[config.mk]
export PLATFORM = sky130hd
export DESIGN_NAME = four_pole_ladder_lowpass_core_flat
export DESIGN_NICKNAME = d
export VERILOG_FILES = /design/src/rtl/fpl_pkg.sv /design/src/rtl/fpl_if.sv /design/src/rtl/fpl_mac.sv /design/src/rtl/fpl_div6.sv /design/src/rtl/four_pole_ladder_lowpass_core.sv /design/src/flat_wrapper.sv
export SDC_FILE = /design/constraint.sdc
export NUM_CORES = 1
export LEC_CHECK = 0
export ABC_AREA = 1
export BUFFER_PORTS_ARGS = -buffer_cell sky130_fd_sc_hd__buf_2
export CAP_MARGIN = 20
export CORE_ASPECT_RATIO = 0.7
export CORE_MARGIN = 5
export CORE_UTILIZATION = 40
export CTS_CLUSTER_DIAMETER = 120
export DETAILED_ROUTE_END_ITERATION = 16
export PLACE_DENSITY = 0.6
export SETUP_SLACK_MARGIN = 0.4
export SYNTH_ARGS = -nofsm -noshare
export SYNTH_HDL_FRONTEND = slang
export SYNTH_SLANG_ARGS = --single-unit
export TNS_END_PERCENT = 10
[constraint.sdc]
create_clock -name clk_i -period 6.8 [get_ports clk_i]
set_clock_uncertainty 0.15 [all_clocks]
set_input_delay 1.02 -clock clk_i [delete_from_list [all_inputs] [get_ports clk_i]]
set_output_delay 1.02 -clock clk_i [all_outputs]
set_load 0.02 [all_outputs]
[src/rtl/fpl_pkg.sv]
// fpl_pkg: shared widths, codes, status structs and sequencer states for the
// four-pole ladder low-pass core. No dependencies; every other file uses it.

package fpl_pkg;

  // Word and register widths
  localparam int unsigned SAMPLE_W  = 16;
  localparam int unsigned P_W       = 15;
  localparam int unsigned K_W       = 16;
  localparam int unsigned R_W       = 17;
  localparam int unsigned CFG_W     = 17;
  localparam int unsigned CFG_IDX_W = 2;

  // Filter state is Q4.20
  localparam int unsigned STATE_W = 24;

  // Serial multiplier: multiplier shift register, short pass length,
  // multiplicand and accumulator widths
  localparam int unsigned MPLR_W    = 24;
  localparam int unsigned COEF_BITS = 18;
  localparam int unsigned MCAND_W   = 28;
  localparam int unsigned ACC_W     = 52;
  localparam int unsigned CNT_W     = 5;

  // Clipper: square and cube widths, divider count and remainder widths, and the constant divisor
  localparam int unsigned SQ_W     = 28;
  localparam int unsigned CUBE_W   = 31;
  localparam int unsigned DIV_CNT_W = 5;
  localparam int unsigned REM_W    = 3;
  localparam logic [REM_W:0] CLIP_DIVISOR = 4'd6;

  // Reset values of the coefficient registers
  localparam logic [P_W-1:0]        COEF_P_RST  = 15'd583;
  localparam logic signed [K_W-1:0] COEF_K_RST  = -16'sd15218;
  localparam logic [R_W-1:0]        FB_GAIN_RST = 17'd31190;

  typedef enum logic [CFG_IDX_W-1:0] {
    CFG_COEF_P  = 2'd0,
    CFG_COEF_K  = 2'd1,
    CFG_FB_GAIN = 2'd2
  } cfg_idx_e;

  typedef struct packed {
    logic start;
    logic narrow;  // short pass over COEF_BITS multiplier bits
  } mac_cmd_t;

  typedef struct packed {
    logic busy;
    logic done;
  } unit_stat_t;

  typedef enum logic [3:0] {
    ST_IDLE,
    ST_FEED_GO,
    ST_FEED_RUN,
    ST_STG_GO,
    ST_STG_RUN,
    ST_SQ_GO,
    ST_SQ_RUN,
    ST_CUBE_GO,
    ST_CUBE_RUN,
    ST_DIV_GO,
    ST_DIV_RUN,
    ST_FINISH
  } seq_state_e;

endpackage

[src/rtl/fpl_if.sv]
// fpl_if: valid/ready channels carrying input and output sample words.
// Depends on fpl_pkg for the sample width.

interface fpl_in_if;
  logic                                 valid;
  logic                                 ready;
  logic signed [fpl_pkg::SAMPLE_W-1:0]  sample_in;

  modport source (output valid, output sample_in, input ready);
  modport sink   (input valid, input sample_in, output ready);
endinterface

interface fpl_out_if;
  logic                                 valid;
  logic                                 ready;
  logic signed [fpl_pkg::SAMPLE_W-1:0]  sample_out;

  modport source (output valid, output sample_out, input ready);
  modport sink   (input valid, input sample_out, output ready);
endinterface

[src/rtl/fpl_mac.sv]
// fpl_mac: bit-serial signed multiply-accumulate, a*x - b*y, MSB first.
// Depends on fpl_pkg for widths and the command/status structs.

module fpl_mac (
  input  logic                                  clk_i,
  input  logic                                  rst_ni,
  input  fpl_pkg::mac_cmd_t                     cmd_i,
  input  logic signed [fpl_pkg::MPLR_W-1:0]     mplr_a_i,
  input  logic signed [fpl_pkg::MCAND_W-1:0]    mcand_a_i,
  input  logic signed [fpl_pkg::MPLR_W-1:0]     mplr_b_i,
  input  logic signed [fpl_pkg::MCAND_W-1:0]    mcand_b_i,
  output fpl_pkg::unit_stat_t                   stat_o,
  output logic signed [fpl_pkg::ACC_W-1:0]      prod_o
);

  localparam int unsigned PadW = fpl_pkg::MPLR_W - fpl_pkg::COEF_BITS;

  logic                                busy_q, done_q, first_q;
  logic [fpl_pkg::CNT_W-1:0]           cnt_q;
  logic [fpl_pkg::MPLR_W-1:0]          mpa_q, mpb_q;
  logic signed [fpl_pkg::MCAND_W-1:0]  mca_q, mcb_q;
  logic signed [fpl_pkg::ACC_W-1:0]    acc_q, acc_d;
  logic signed [fpl_pkg::ACC_W-1:0]    ta, tb;

  // MSB of a two's complement multiplier carries negative weight
  always_comb begin
    ta    = mpa_q[fpl_pkg::MPLR_W-1] ? fpl_pkg::ACC_W'(mca_q) : '0;
    tb    = mpb_q[fpl_pkg::MPLR_W-1] ? fpl_pkg::ACC_W'(mcb_q) : '0;
    acc_d = (acc_q <<< 1) + (first_q ? -ta : ta) - (first_q ? -tb : tb);
  end

  always_ff @(posedge clk_i or negedge rst_ni) begin
    if (!rst_ni) begin
      busy_q  <= 1'b0;
      done_q  <= 1'b0;
      first_q <= 1'b0;
      cnt_q   <= '0;
    end else begin
      done_q <= 1'b0;
      if (cmd_i.start) begin
        busy_q  <= 1'b1;
        first_q <= 1'b1;
        cnt_q   <= cmd_i.narrow ? fpl_pkg::CNT_W'(fpl_pkg::COEF_BITS)
                                : fpl_pkg::CNT_W'(fpl_pkg::MPLR_W);
      end else if (busy_q) begin
        first_q <= 1'b0;
        cnt_q   <= cnt_q - fpl_pkg::CNT_W'(1);
        if (cnt_q == fpl_pkg::CNT_W'(1)) begin
          busy_q <= 1'b0;
          done_q <= 1'b1;
        end
      end
    end
  end

  always_ff @(posedge clk_i) begin
    if (cmd_i.start) begin
      // short passes left-align the low COEF_BITS of the multiplier
      mpa_q <= cmd_i.narrow ? {mplr_a_i[fpl_pkg::COEF_BITS-1:0], {PadW{1'b0}}} : mplr_a_i;
      mpb_q <= cmd_i.narrow ? {mplr_b_i[fpl_pkg::COEF_BITS-1:0], {PadW{1'b0}}} : mplr_b_i;
      mca_q <= mcand_a_i;
      mcb_q <= mcand_b_i;
      acc_q <= '0;
    end else if (busy_q) begin
      mpa_q <= mpa_q << 1;
      mpb_q <= mpb_q << 1;
      acc_q <= acc_d;
    end
  end

  assign stat_o.busy = busy_q;
  assign stat_o.done = done_q;
  assign prod_o      = acc_q;

endmodule

[src/rtl/fpl_div6.sv]
// fpl_div6: bit-serial signed divide by the clipper constant, truncating
// toward zero. Depends on fpl_pkg for widths and the status struct.

module fpl_div6 (
  input  logic                                clk_i,
  input  logic                                rst_ni,
  input  logic                                start_i,
  input  logic signed [fpl_pkg::CUBE_W-1:0]   dvd_i,
  output fpl_pkg::unit_stat_t                 stat_o,
  output logic signed [fpl_pkg::CUBE_W-1:0]   quot_o
);

  logic                              busy_q, done_q;
  logic [fpl_pkg::DIV_CNT_W-1:0]     cnt_q;
  logic                              neg_q;
  logic [fpl_pkg::CUBE_W-1:0]        mag_q;   // dividend in, quotient out
  logic [fpl_pkg::REM_W-1:0]         rem_q;
  logic [fpl_pkg::REM_W:0]           rem_ext;
  logic                              ge;

  always_comb begin
    rem_ext = {rem_q, mag_q[fpl_pkg::CUBE_W-1]};
    ge      = (rem_ext >= fpl_pkg::CLIP_DIVISOR);
  end

  always_ff @(posedge clk_i or negedge rst_ni) begin
    if (!rst_ni) begin
      busy_q <= 1'b0;
      done_q <= 1'b0;
      cnt_q  <= '0;
    end else begin
      done_q <= 1'b0;
      if (start_i) begin
        busy_q <= 1'b1;
        cnt_q  <= fpl_pkg::DIV_CNT_W'(fpl_pkg::CUBE_W);
      end else if (busy_q) begin
        cnt_q <= cnt_q - fpl_pkg::DIV_CNT_W'(1);
        if (cnt_q == fpl_pkg::DIV_CNT_W'(1)) begin
          busy_q <= 1'b0;
          done_q <= 1'b1;
        end
      end
    end
  end

  always_ff @(posedge clk_i) begin
    if (start_i) begin
      neg_q <= dvd_i[fpl_pkg::CUBE_W-1];
      mag_q <= dvd_i[fpl_pkg::CUBE_W-1] ? fpl_pkg::CUBE_W'(-dvd_i) : fpl_pkg::CUBE_W'(dvd_i);
      rem_q <= '0;
    end else if (busy_q) begin
      rem_q <= ge ? fpl_pkg::REM_W'(rem_ext - fpl_pkg::CLIP_DIVISOR)
                  : rem_ext[fpl_pkg::REM_W-1:0];
      mag_q <= {mag_q[fpl_pkg::CUBE_W-2:0], ge};
    end
  end

  assign stat_o.busy = busy_q;
  assign stat_o.done = done_q;
  assign quot_o      = neg_q ? -$signed(mag_q) : $signed(mag_q);

endmodule

[src/rtl/four_pole_ladder_lowpass_core.sv]
// four_pole_ladder_lowpass_core: four-pole ladder low-pass with cubic clipper.
// Depends on fpl_pkg, fpl_if, fpl_mac and fpl_div6.
//
//  port        dir   width        word / meaning
//  in_ch       sink  16 signed    sample_in, Q1.15 audio word
//  out_ch      src   16 signed    sample_out, Q1.15, rounded and saturated
//  cfg_*       in    2 + 17       coef_p / coef_k / feedback_gain writes
//
// One word at a time: seven passes of the shared bit-serial multiplier (short
// 18-bit passes for feedback and each of the four stages, where p*sum and k*y
// share a pass; full 24-bit passes for each clipper product), a serial divide
// for y^3/6, the output load, then idle. in_ch.ready is high only in idle. A
// finished word waits in the output register while out_ch stalls; the core
// holds in its last state only if the next word is done before that one is
// taken.
// Reset (async, active low) clears the filter state and loads coefficients.

module four_pole_ladder_lowpass_core (
  input  logic                                 clk_i,
  input  logic                                 rst_ni,
  fpl_in_if.sink                               in_ch,
  fpl_out_if.source                            out_ch,
  input  logic                                 cfg_we_i,
  input  logic [fpl_pkg::CFG_IDX_W-1:0]        cfg_idx_i,
  input  logic [fpl_pkg::CFG_W-1:0]            cfg_data_i
);

  localparam int unsigned SW = fpl_pkg::STATE_W;
  localparam int unsigned AW = fpl_pkg::ACC_W;

  // Saturation bounds of Q4.20 in accumulator width
  localparam logic signed [AW-1:0] SatHi = AW'(2 ** (SW - 1) - 1);
  localparam logic signed [AW-1:0] SatLo = -AW'(2 ** (SW - 1));
  localparam logic signed [AW-1:0] Rnd14 = AW'(2 ** 13);
  localparam logic signed [AW-1:0] Rnd20 = AW'(2 ** 19);
  localparam int unsigned OutW = SW - 4;  // after the rounding shift by 5, plus sign
  localparam logic signed [OutW-1:0] OutHi = OutW'(2 ** (fpl_pkg::SAMPLE_W - 1) - 1);
  localparam logic signed [OutW-1:0] OutLo = -OutW'(2 ** (fpl_pkg::SAMPLE_W - 1));

  function automatic logic signed [SW-1:0] sat_state(input logic signed [AW-1:0] v);
    logic signed [SW-1:0] r;
    if (v > SatHi) begin
      r = SatHi[SW-1:0];
    end else if (v < SatLo) begin
      r = SatLo[SW-1:0];
    end else begin
      r = v[SW-1:0];
    end
    return r;
  endfunction

  // ---------------------------------------------------------------- config
  logic [fpl_pkg::P_W-1:0]         coef_p_q;
  logic signed [fpl_pkg::K_W-1:0]  coef_k_q;
  logic [fpl_pkg::R_W-1:0]         fb_gain_q;

  always_ff @(posedge clk_i or negedge rst_ni) begin
    if (!rst_ni) begin
      coef_p_q  <= fpl_pkg::COEF_P_RST;
      coef_k_q  <= fpl_pkg::COEF_K_RST;
      fb_gain_q <= fpl_pkg::FB_GAIN_RST;
    end else if (cfg_we_i) begin
      case (fpl_pkg::cfg_idx_e'(cfg_idx_i))
        fpl_pkg::CFG_COEF_P:  coef_p_q  <= cfg_data_i[fpl_pkg::P_W-1:0];
        fpl_pkg::CFG_COEF_K:  coef_k_q  <= $signed(cfg_data_i[fpl_pkg::K_W-1:0]);
        fpl_pkg::CFG_FB_GAIN: fb_gain_q <= cfg_data_i[fpl_pkg::R_W-1:0];
        default: ;  // unused index, write dropped
      endcase
    end
  end

  // ---------------------------------------------------------------- state
  fpl_pkg::seq_state_e state_q, state_d;

  logic signed [SW-1:0]                   s_q    [4];  // stage outputs
  logic signed [SW-1:0]                   prev_q [4];  // previous stage inputs
  logic [1:0]                             idx_q;       // stage being worked
  logic signed [SW-1:0]                   cur_q;       // input of current stage
  logic signed [fpl_pkg::SAMPLE_W-1:0]    sample_q;
  logic signed [fpl_pkg::SQ_W-1:0]        sq_q;
  logic signed [fpl_pkg::CUBE_W-1:0]      cube_q;
  logic                                   out_valid_q;
  logic signed [fpl_pkg::SAMPLE_W-1:0]    out_data_q;

  // ---------------------------------------------------------------- units
  fpl_pkg::mac_cmd_t                      mac_cmd;
  fpl_pkg::unit_stat_t                    mac_st, div_st;
  logic signed [fpl_pkg::MPLR_W-1:0]      mplr_a, mplr_b;
  logic signed [fpl_pkg::MCAND_W-1:0]     mcand_a, mcand_b;
  logic signed [AW-1:0]                   prod;
  logic                                   div_start;
  logic signed [fpl_pkg::CUBE_W-1:0]      div_quot;
  logic signed [SW:0]                     stg_sum;
  logic                                   out_load;

  fpl_mac u_mac (
    .clk_i     (clk_i),
    .rst_ni    (rst_ni),
    .cmd_i     (mac_cmd),
    .mplr_a_i  (mplr_a),
    .mcand_a_i (mcand_a),
    .mplr_b_i  (mplr_b),
    .mcand_b_i (mcand_b),
    .stat_o    (mac_st),
    .prod_o    (prod)
  );

  fpl_div6 u_div (
    .clk_i   (clk_i),
    .rst_ni  (rst_ni),
    .start_i (div_start),
    .dvd_i   (cube_q),
    .stat_o  (div_st),
    .quot_o  (div_quot)
  );

  // ---------------------------------------------------------------- sequencer
  always_comb begin
    state_d = state_q;
    case (state_q)
      fpl_pkg::ST_IDLE:     if (in_ch.valid) state_d = fpl_pkg::ST_FEED_GO;
      fpl_pkg::ST_FEED_GO:  state_d = fpl_pkg::ST_FEED_RUN;
      fpl_pkg::ST_FEED_RUN: if (mac_st.done) state_d = fpl_pkg::ST_STG_GO;
      fpl_pkg::ST_STG_GO:   state_d = fpl_pkg::ST_STG_RUN;
      fpl_pkg::ST_STG_RUN: begin
        if (mac_st.done) begin
          state_d = (idx_q == 2'd3) ? fpl_pkg::ST_SQ_GO : fpl_pkg::ST_STG_GO;
        end
      end
      fpl_pkg::ST_SQ_GO:    state_d = fpl_pkg::ST_SQ_RUN;
      fpl_pkg::ST_SQ_RUN:   if (mac_st.done) state_d = fpl_pkg::ST_CUBE_GO;
      fpl_pkg::ST_CUBE_GO:  state_d = fpl_pkg::ST_CUBE_RUN;
      fpl_pkg::ST_CUBE_RUN: if (mac_st.done) state_d = fpl_pkg::ST_DIV_GO;
      fpl_pkg::ST_DIV_GO:   state_d = fpl_pkg::ST_DIV_RUN;
      fpl_pkg::ST_DIV_RUN:  if (div_st.done) state_d = fpl_pkg::ST_FINISH;
      fpl_pkg::ST_FINISH:   if (!out_valid_q || out_ch.ready) state_d = fpl_pkg::ST_IDLE;
      default:              state_d = fpl_pkg::ST_IDLE;
    endcase
  end

  // Operand steering for the shared multiplier, plus divider start and output load
  always_comb begin
    mac_cmd.start  = state_q inside {fpl_pkg::ST_FEED_GO, fpl_pkg::ST_STG_GO,
                                     fpl_pkg::ST_SQ_GO, fpl_pkg::ST_CUBE_GO};
    mac_cmd.narrow = state_q inside {fpl_pkg::ST_FEED_GO, fpl_pkg::ST_STG_GO};
    div_start      = (state_q == fpl_pkg::ST_DIV_GO);
    out_load       = (state_q == fpl_pkg::ST_FINISH) && (!out_valid_q || out_ch.ready);
    stg_sum        = (SW + 1)'(cur_q) + (SW + 1)'(prev_q[idx_q]);
    mplr_a  = '0;
    mcand_a = '0;
    mplr_b  = '0;
    mcand_b = '0;
    case (state_q)
      fpl_pkg::ST_FEED_GO: begin
        // r * y4, resonance feedback
        mplr_a  = fpl_pkg::MPLR_W'($signed({1'b0, fb_gain_q}));
        mcand_a = fpl_pkg::MCAND_W'(s_q[3]);
      end
      fpl_pkg::ST_STG_GO: begin
        // p*(in + prev in) - k*y
        mplr_a  = fpl_pkg::MPLR_W'($signed({1'b0, coef_p_q}));
        mcand_a = fpl_pkg::MCAND_W'(stg_sum);
        mplr_b  = fpl_pkg::MPLR_W'(coef_k_q);
        mcand_b = fpl_pkg::MCAND_W'(s_q[idx_q]);
      end
      fpl_pkg::ST_SQ_GO: begin
        mplr_a  = s_q[3];
        mcand_a = fpl_pkg::MCAND_W'(s_q[3]);
      end
      fpl_pkg::ST_CUBE_GO: begin
        mplr_a  = s_q[3];
        mcand_a = sq_q;
      end
      default: ;
    endcase
  end

  // ---------------------------------------------------------------- datapath
  logic signed [AW-1:0]               rnd14, rnd20, x_wide, clip_wide;
  logic signed [SW-1:0]               x_new, y_new, clip_new;
  logic signed [SW:0]                 out_sum;
  logic signed [OutW-1:0]             out_rnd;
  logic signed [fpl_pkg::SAMPLE_W-1:0] out_sat;

  always_comb begin
    rnd14     = (prod + Rnd14) >>> 14;
    rnd20     = (prod + Rnd20) >>> 20;
    x_wide    = (AW'(sample_q) <<< 5) - rnd14;
    x_new     = sat_state(x_wide);
    y_new     = sat_state(rnd14);
    clip_wide = AW'(s_q[3]) - AW'(div_quot);
    clip_new  = sat_state(clip_wide);
    out_sum   = (SW + 1)'(s_q[3]) + (SW + 1)'(16);
    out_rnd   = OutW'(out_sum >>> 5);
    if (out_rnd > OutHi) begin
      out_sat = OutHi[fpl_pkg::SAMPLE_W-1:0];
    end else if (out_rnd < OutLo) begin
      out_sat = OutLo[fpl_pkg::SAMPLE_W-1:0];
    end else begin
      out_sat = out_rnd[fpl_pkg::SAMPLE_W-1:0];
    end
  end

  // Control and filter state
  always_ff @(posedge clk_i or negedge rst_ni) begin
    if (!rst_ni) begin
      state_q     <= fpl_pkg::ST_IDLE;
      idx_q       <= '0;
      out_valid_q <= 1'b0;
      for (int i = 0; i < 4; i++) begin
        s_q[i]    <= '0;
        prev_q[i] <= '0;
      end
    end else begin
      state_q <= state_d;
      if (state_q == fpl_pkg::ST_STG_GO) begin
        prev_q[idx_q] <= cur_q;  // sum already taken by the multiplier
      end
      if (state_q == fpl_pkg::ST_STG_RUN && mac_st.done) begin
        s_q[idx_q] <= y_new;
        idx_q      <= idx_q + 2'd1;
      end
      if (state_q == fpl_pkg::ST_DIV_RUN && div_st.done) begin
        s_q[3] <= clip_new;
      end
      if (out_load) begin
        out_valid_q <= 1'b1;
      end else if (out_ch.ready) begin
        out_valid_q <= 1'b0;
      end
    end
  end

  // Payload registers
  always_ff @(posedge clk_i) begin
    if (in_ch.valid && in_ch.ready) begin
      sample_q <= in_ch.sample_in;
    end
    if (state_q == fpl_pkg::ST_FEED_RUN && mac_st.done) begin
      cur_q <= x_new;
    end
    if (state_q == fpl_pkg::ST_STG_RUN && mac_st.done) begin
      cur_q <= y_new;
    end
    if (state_q == fpl_pkg::ST_SQ_RUN && mac_st.done) begin
      sq_q <= rnd20[fpl_pkg::SQ_W-1:0];
    end
    if (state_q == fpl_pkg::ST_CUBE_RUN && mac_st.done) begin
      cube_q <= rnd20[fpl_pkg::CUBE_W-1:0];
    end
    if (out_load) begin
      out_data_q <= out_sat;
    end
  end

  assign in_ch.ready       = (state_q == fpl_pkg::ST_IDLE);
  assign out_ch.valid      = out_valid_q;
  assign out_ch.sample_out = out_data_q;

  // ---------------------------------------------------------------- checks
`ifndef SYNTHESIS
  // a new word never lands while the multiplier or divider is still running
  assert property (@(posedge clk_i) disable iff (!rst_ni)
    in_ch.ready |-> !mac_st.busy && !div_st.busy)
    else $error("input taken while arithmetic busy");

  // one word in flight: after acceptance the input side closes
  assert property (@(posedge clk_i) disable iff (!rst_ni)
    (in_ch.valid && in_ch.ready) |=> !in_ch.ready)
    else $error("second word accepted during processing");

  // a result only appears out of the final sequencer state
  assert property (@(posedge clk_i) disable iff (!rst_ni)
    $rose(out_ch.valid) |-> $past(state_q == fpl_pkg::ST_FINISH))
    else $error("output valid raised outside finish");

  // the two serial units never finish together
  assert property (@(posedge clk_i) disable iff (!rst_ni)
    !(mac_st.done && div_st.done))
    else $error("multiplier and divider done together");
`endif

endmodule
[src/flat_wrapper.sv]
// flat-port wrapper written by rule: the top's interface ports become plain ports
module four_pole_ladder_lowpass_core_flat 
  (clk_i, rst_ni, cfg_we_i, cfg_idx_i, cfg_data_i, in_ch_valid, in_ch_sample_in, in_ch_ready, out_ch_valid, out_ch_sample_out, out_ch_ready);
  fpl_in_if in_ch_i ();
  fpl_out_if out_ch_i ();
  input  logic clk_i;
  input  logic rst_ni;
  input  logic cfg_we_i;
  input  logic [fpl_pkg::CFG_IDX_W-1:0] cfg_idx_i;
  input  logic [fpl_pkg::CFG_W-1:0] cfg_data_i;
  input wire logic [$bits(in_ch_i.valid)-1:0] in_ch_valid;
  input wire logic [$bits(in_ch_i.sample_in)-1:0] in_ch_sample_in;
  output wire logic [$bits(in_ch_i.ready)-1:0] in_ch_ready;
  output wire logic [$bits(out_ch_i.valid)-1:0] out_ch_valid;
  output wire logic [$bits(out_ch_i.sample_out)-1:0] out_ch_sample_out;
  input wire logic [$bits(out_ch_i.ready)-1:0] out_ch_ready;
  assign in_ch_i.valid = in_ch_valid;
  assign in_ch_i.sample_in = in_ch_sample_in;
  assign in_ch_ready = in_ch_i.ready;
  assign out_ch_valid = out_ch_i.valid;
  assign out_ch_sample_out = out_ch_i.sample_out;
  assign out_ch_i.ready = out_ch_ready;
  four_pole_ladder_lowpass_core u_core (.clk_i(clk_i), .rst_ni(rst_ni), .in_ch(in_ch_i), .out_ch(out_ch_i), .cfg_we_i(cfg_we_i), .cfg_idx_i(cfg_idx_i), .cfg_data_i(cfg_data_i));
endmodule
==> results_dict.tcl <==
set metrics [dict create \
    status "completed" \
    area_delta_synth_final_pct 9.85 \
    path_max_fanout 23 \
    dieArea_sq_mm 0.100 \
    synth_area_per_cell_sq_um 7.84 \
    drc_errors 0 \
    hold_viol 0 \
    synth_common_cells "nand2_1, inv_1, o21ai_0" \
    dpl.hpwl_microns 102000 \
    yosysWarningCount 0 \
    fmax_ghz 0.166 \
    cp_num_buf_inv 6 \
    synthArstFlopShare_pct 46.5 \
    wl_microns 134000 \
    irDropWorstVdd_v 0.000216 \
    clock_latency_ns 0.67 \
    critPathTopFamily "simple AND/OR/NAND/NOR gates" \
    leakage_nw 17.9 \
    fin_ws_ns 0.785 \
    place_area_sq_mm 0.0392 \
    required_ns 7.19 \
    rsz0062_at_grt "yes" \
    ys.flop_type "edfxtp_1" \
    antenna_found_initial 4 \
    placedCellCount 5989 \
    p_switching_mw 1.59 \
    finalCriticalPeriod_ns 6.02 \
    nets 5053 \
    hold_slack_ns 0.301 \
    seq_power_share_pct 51.2 \
    tightest_slew_ns 1.27 \
    cp.arrival_ns 6.41 \
    finalMaxSlewViolations 0 \
    slew_headroom_pct 15.6 \
    setup_tns_ns 0 \
    via_count 33800 \
    grt_max_degree 152 \
    post-route-period-util_pct 88.5 \
    vias_per_cell 5.53 \
    gp_congestion 0.965 \
    die_h_microns 266 \
    syn_nets 5039 \
    num_rows 94 \
    cts_tree "done" \
    grt_pass1_wl_microns 199000 \
    stdcell_count 6109 \
    start_kind "flip-flop" \
    synth_area_sq_mm 0.0376 \
    firstDrtPassIters 6 \
    pin_count 58 \
    power.density_mw_per_mm2 171 \
    clock_sinks 564 \
    worstSetupPathType "flip-flop to flip-flop" \
    combPwrFrac_pct 1.3 \
    synth_top_area_share_pct 19.7 \
    slowest_delay_ns 0.54 \
    grt_pass1_vias 30100 \
    clockPowerShare_pct 47.4 \
    io_buffer_count 57 \
    cts-hold-fix-buffers 0 \
    critPathCaptureType "flip-flop" \
    setup_viol 0 \
    synth.distinct_cells 70 \
    dieWidth_microns 376 \
    layout-drive-gt1-share_pct 8.17 \
    drtAntennaViolNets 0 \
    path_clk_slew_ns 0.07 \
    p_int_mw 5.47 \
    yosys.area.top_type "edfxtp_1" \
    grt.overflow.total 0 \
    grt_usage_pct 26.1 \
    path_common_cell "inv_1" \
    htree_levels 2 \
    synth_seq_cells 564 \
    cts_buffers 59 \
    crit_slowest_cell "nand2_1" \
    clockBufferDepth 3 \
    dp_slack_ns 0.375 \
    start_util_pct 40.1 \
    synth_area_leaders "edfxtp_1, dfrtp_1, nand2_1" \
    core_sq_mm 0.0936 \
    swShare_pct 22.5 \
    cap_violations 0 \
    yosysSeqAreaShare_pct 40.2 \
    netlist_instances 4793 \
    synth_edf_count 247 \
    wl_per_cell_microns 22.0 \
    min_path_type "input pin to async pin" \
    cts-root-buf "clkbuf_16" \
    synth_most_common_cell "nand2_1" \
    drt_iter0_drc 4336 \
    stdcell_area_sq_mm 0.0413 \
]
[per-layer routing]
metal	track usage (%)	share of wire, %	vias up
li1	-	-	16000
met1	42.9	49	16000
met2	33.9	37	1605
met3	6.26	12	159
met4	5.12	2.0	4
met5	0	0.025	-
[stage by stage]
step	power [mW]	util, %
floorplan	3.72	-
global placement	3.78	41.9
detailed placement	3.78	41.9
CTS	7.11	44.0
global route	7.27	44.1
finish	7.06	44.1
[power groups by stage]
stage | combinational [mW] | clock (mW) | sequential, mW
5_1_grt | 0.115 | 3.54 | 3.62
4_1_cts | 0.0986 | 3.40 | 3.62
3_3_place_gp | 0.0963 | 0 | 3.68
2_1_floorplan | 0.0408 | 0 | 3.68
3_5_place_dp | 0.0982 | 0 | 3.68
6_report | 0.0951 | 3.35 | 3.62
[kinds of logic after synthesis]
kind of cell	share of synthesized area, %
other	0.00999
AND/OR/NAND/NOR	21.0
AO/OA/AOI/OAI	16.8
adder cells (fa/ha/maj)	7.92
flip-flops	40.2
buffers and inverters	7.93
XOR/XNOR	6.08
multiplexers	0.0566
[layout make-up]
cell class	instances	area [sq um]
timing repair buffer	120	798
multi-input combinational	3457	19600
antenna	4	10.0
clock buffer	73	1580
fill	9512	52400
sequential	564	15100
clock inverter	38	380
inverter	605	2270
tap	1248	1560
[registers in the layout, indices dropped and copies added, names as in the netlist, 2 cells and up]
register and cells:
u_core.fb_gain_q 17, u_core.u_mac.mpa_q 24, u_core.u_mac.cnt_q 5, u_core.coef_k_q 16, u_core.state_q 4, u_core.u_div.cnt_q 5
u_core.u_div.rem_q 3, u_core.out_ch.sample_out 16, u_core.u_mac.prod_o 52, u_core.idx_q 2, u_core.cube_q 31, u_core.u_mac.mca_q 28
u_core.u_mac.mpb_q 24, u_core.sample_q 16, u_core.sq_q 28, u_core.u_mac.mcb_q 24, u_core.s_q 96, u_core.cur_q 24
u_core.prev_q 96, u_core.u_div.mag_q 31, u_core.coef_p_q 15
[worst register-to-register path: cells and delay by family, from the launching register on]
family,cells,cell delay [ns]
xor gates and xnor gates,2,0.29
and+or+nand+nor,18,3.18
AOI/OAI and AO/OA,2,0.86
buffers and inverters,6,0.48
DFF,1,0.44
adders and majority gates,2,0.51
[path summary, 6_finish.rpt]
path	from	to	slack, ns	depth (start not counted)
hold reg to reg	u_core.prev_q[71]$_DFFE_PN0P_	u_core.prev_q[71]$_DFFE_PN0P_	0.33	2
setup / recovery	u_core.u_div.mag_q[0]$_DFFE_PP_	u_core.s_q[4]$_DFFE_PN0P_	0.78	30
max in group asynchronous	rst_ni	u_core.prev_q[86]$_DFFE_PN0P_	4.72	2
hold / removal	rst_ni	u_core.u_div.cnt_q[4]$_DFFE_PN0P_	0.30	1
min in group clk_i	u_core.prev_q[71]$_DFFE_PN0P_	u_core.prev_q[71]$_DFFE_PN0P_	0.33	2
setup reg to reg	u_core.u_div.mag_q[0]$_DFFE_PP_	u_core.s_q[4]$_DFFE_PN0P_	0.78	30
[layout by cell type, fill, tap and decap left out, types with 10 or more instances in the layout]
master     netlist  final
o21ai_1         14     15
o22ai_1         48     48
buf_4            3     60
or2_2           22     22
dfrtp_1        240    238
a31oi_1         34     34
nand3_1        174    174
nor3_1          60     58
nand2_1       1020   1018
o211ai_1        60     60
buf_2            5     57
dfstp_2         22     22
clkbuf_16        0     59
o21ai_0        497    496
inv_1          592    589
a21o_1          15     15
nand2_2         33     33
nor2_2          10     13
dfxtp_1         55     55
xor2_1         192    192
a21oi_2         21     21
a21oi_1        327    327
o21a_1          14     14
ha_1           153    153
a22o_1          15     15
xnor2_1         65     65
o31ai_1         10     10
nor2_1         438    434
clkinv_1         4     14
edfxtp_1       247    247
nand4_1         50     50
inv_2            9     12
o21ai_2         20     20
fa_1            53     53
nor4_1          19     17
[timing repair]
action	CTS	global route
gates resized for setup	1	7
buffers inserted	0	4
setup endpoints to repair	1	24
Power figures use the tool's default switching activity.
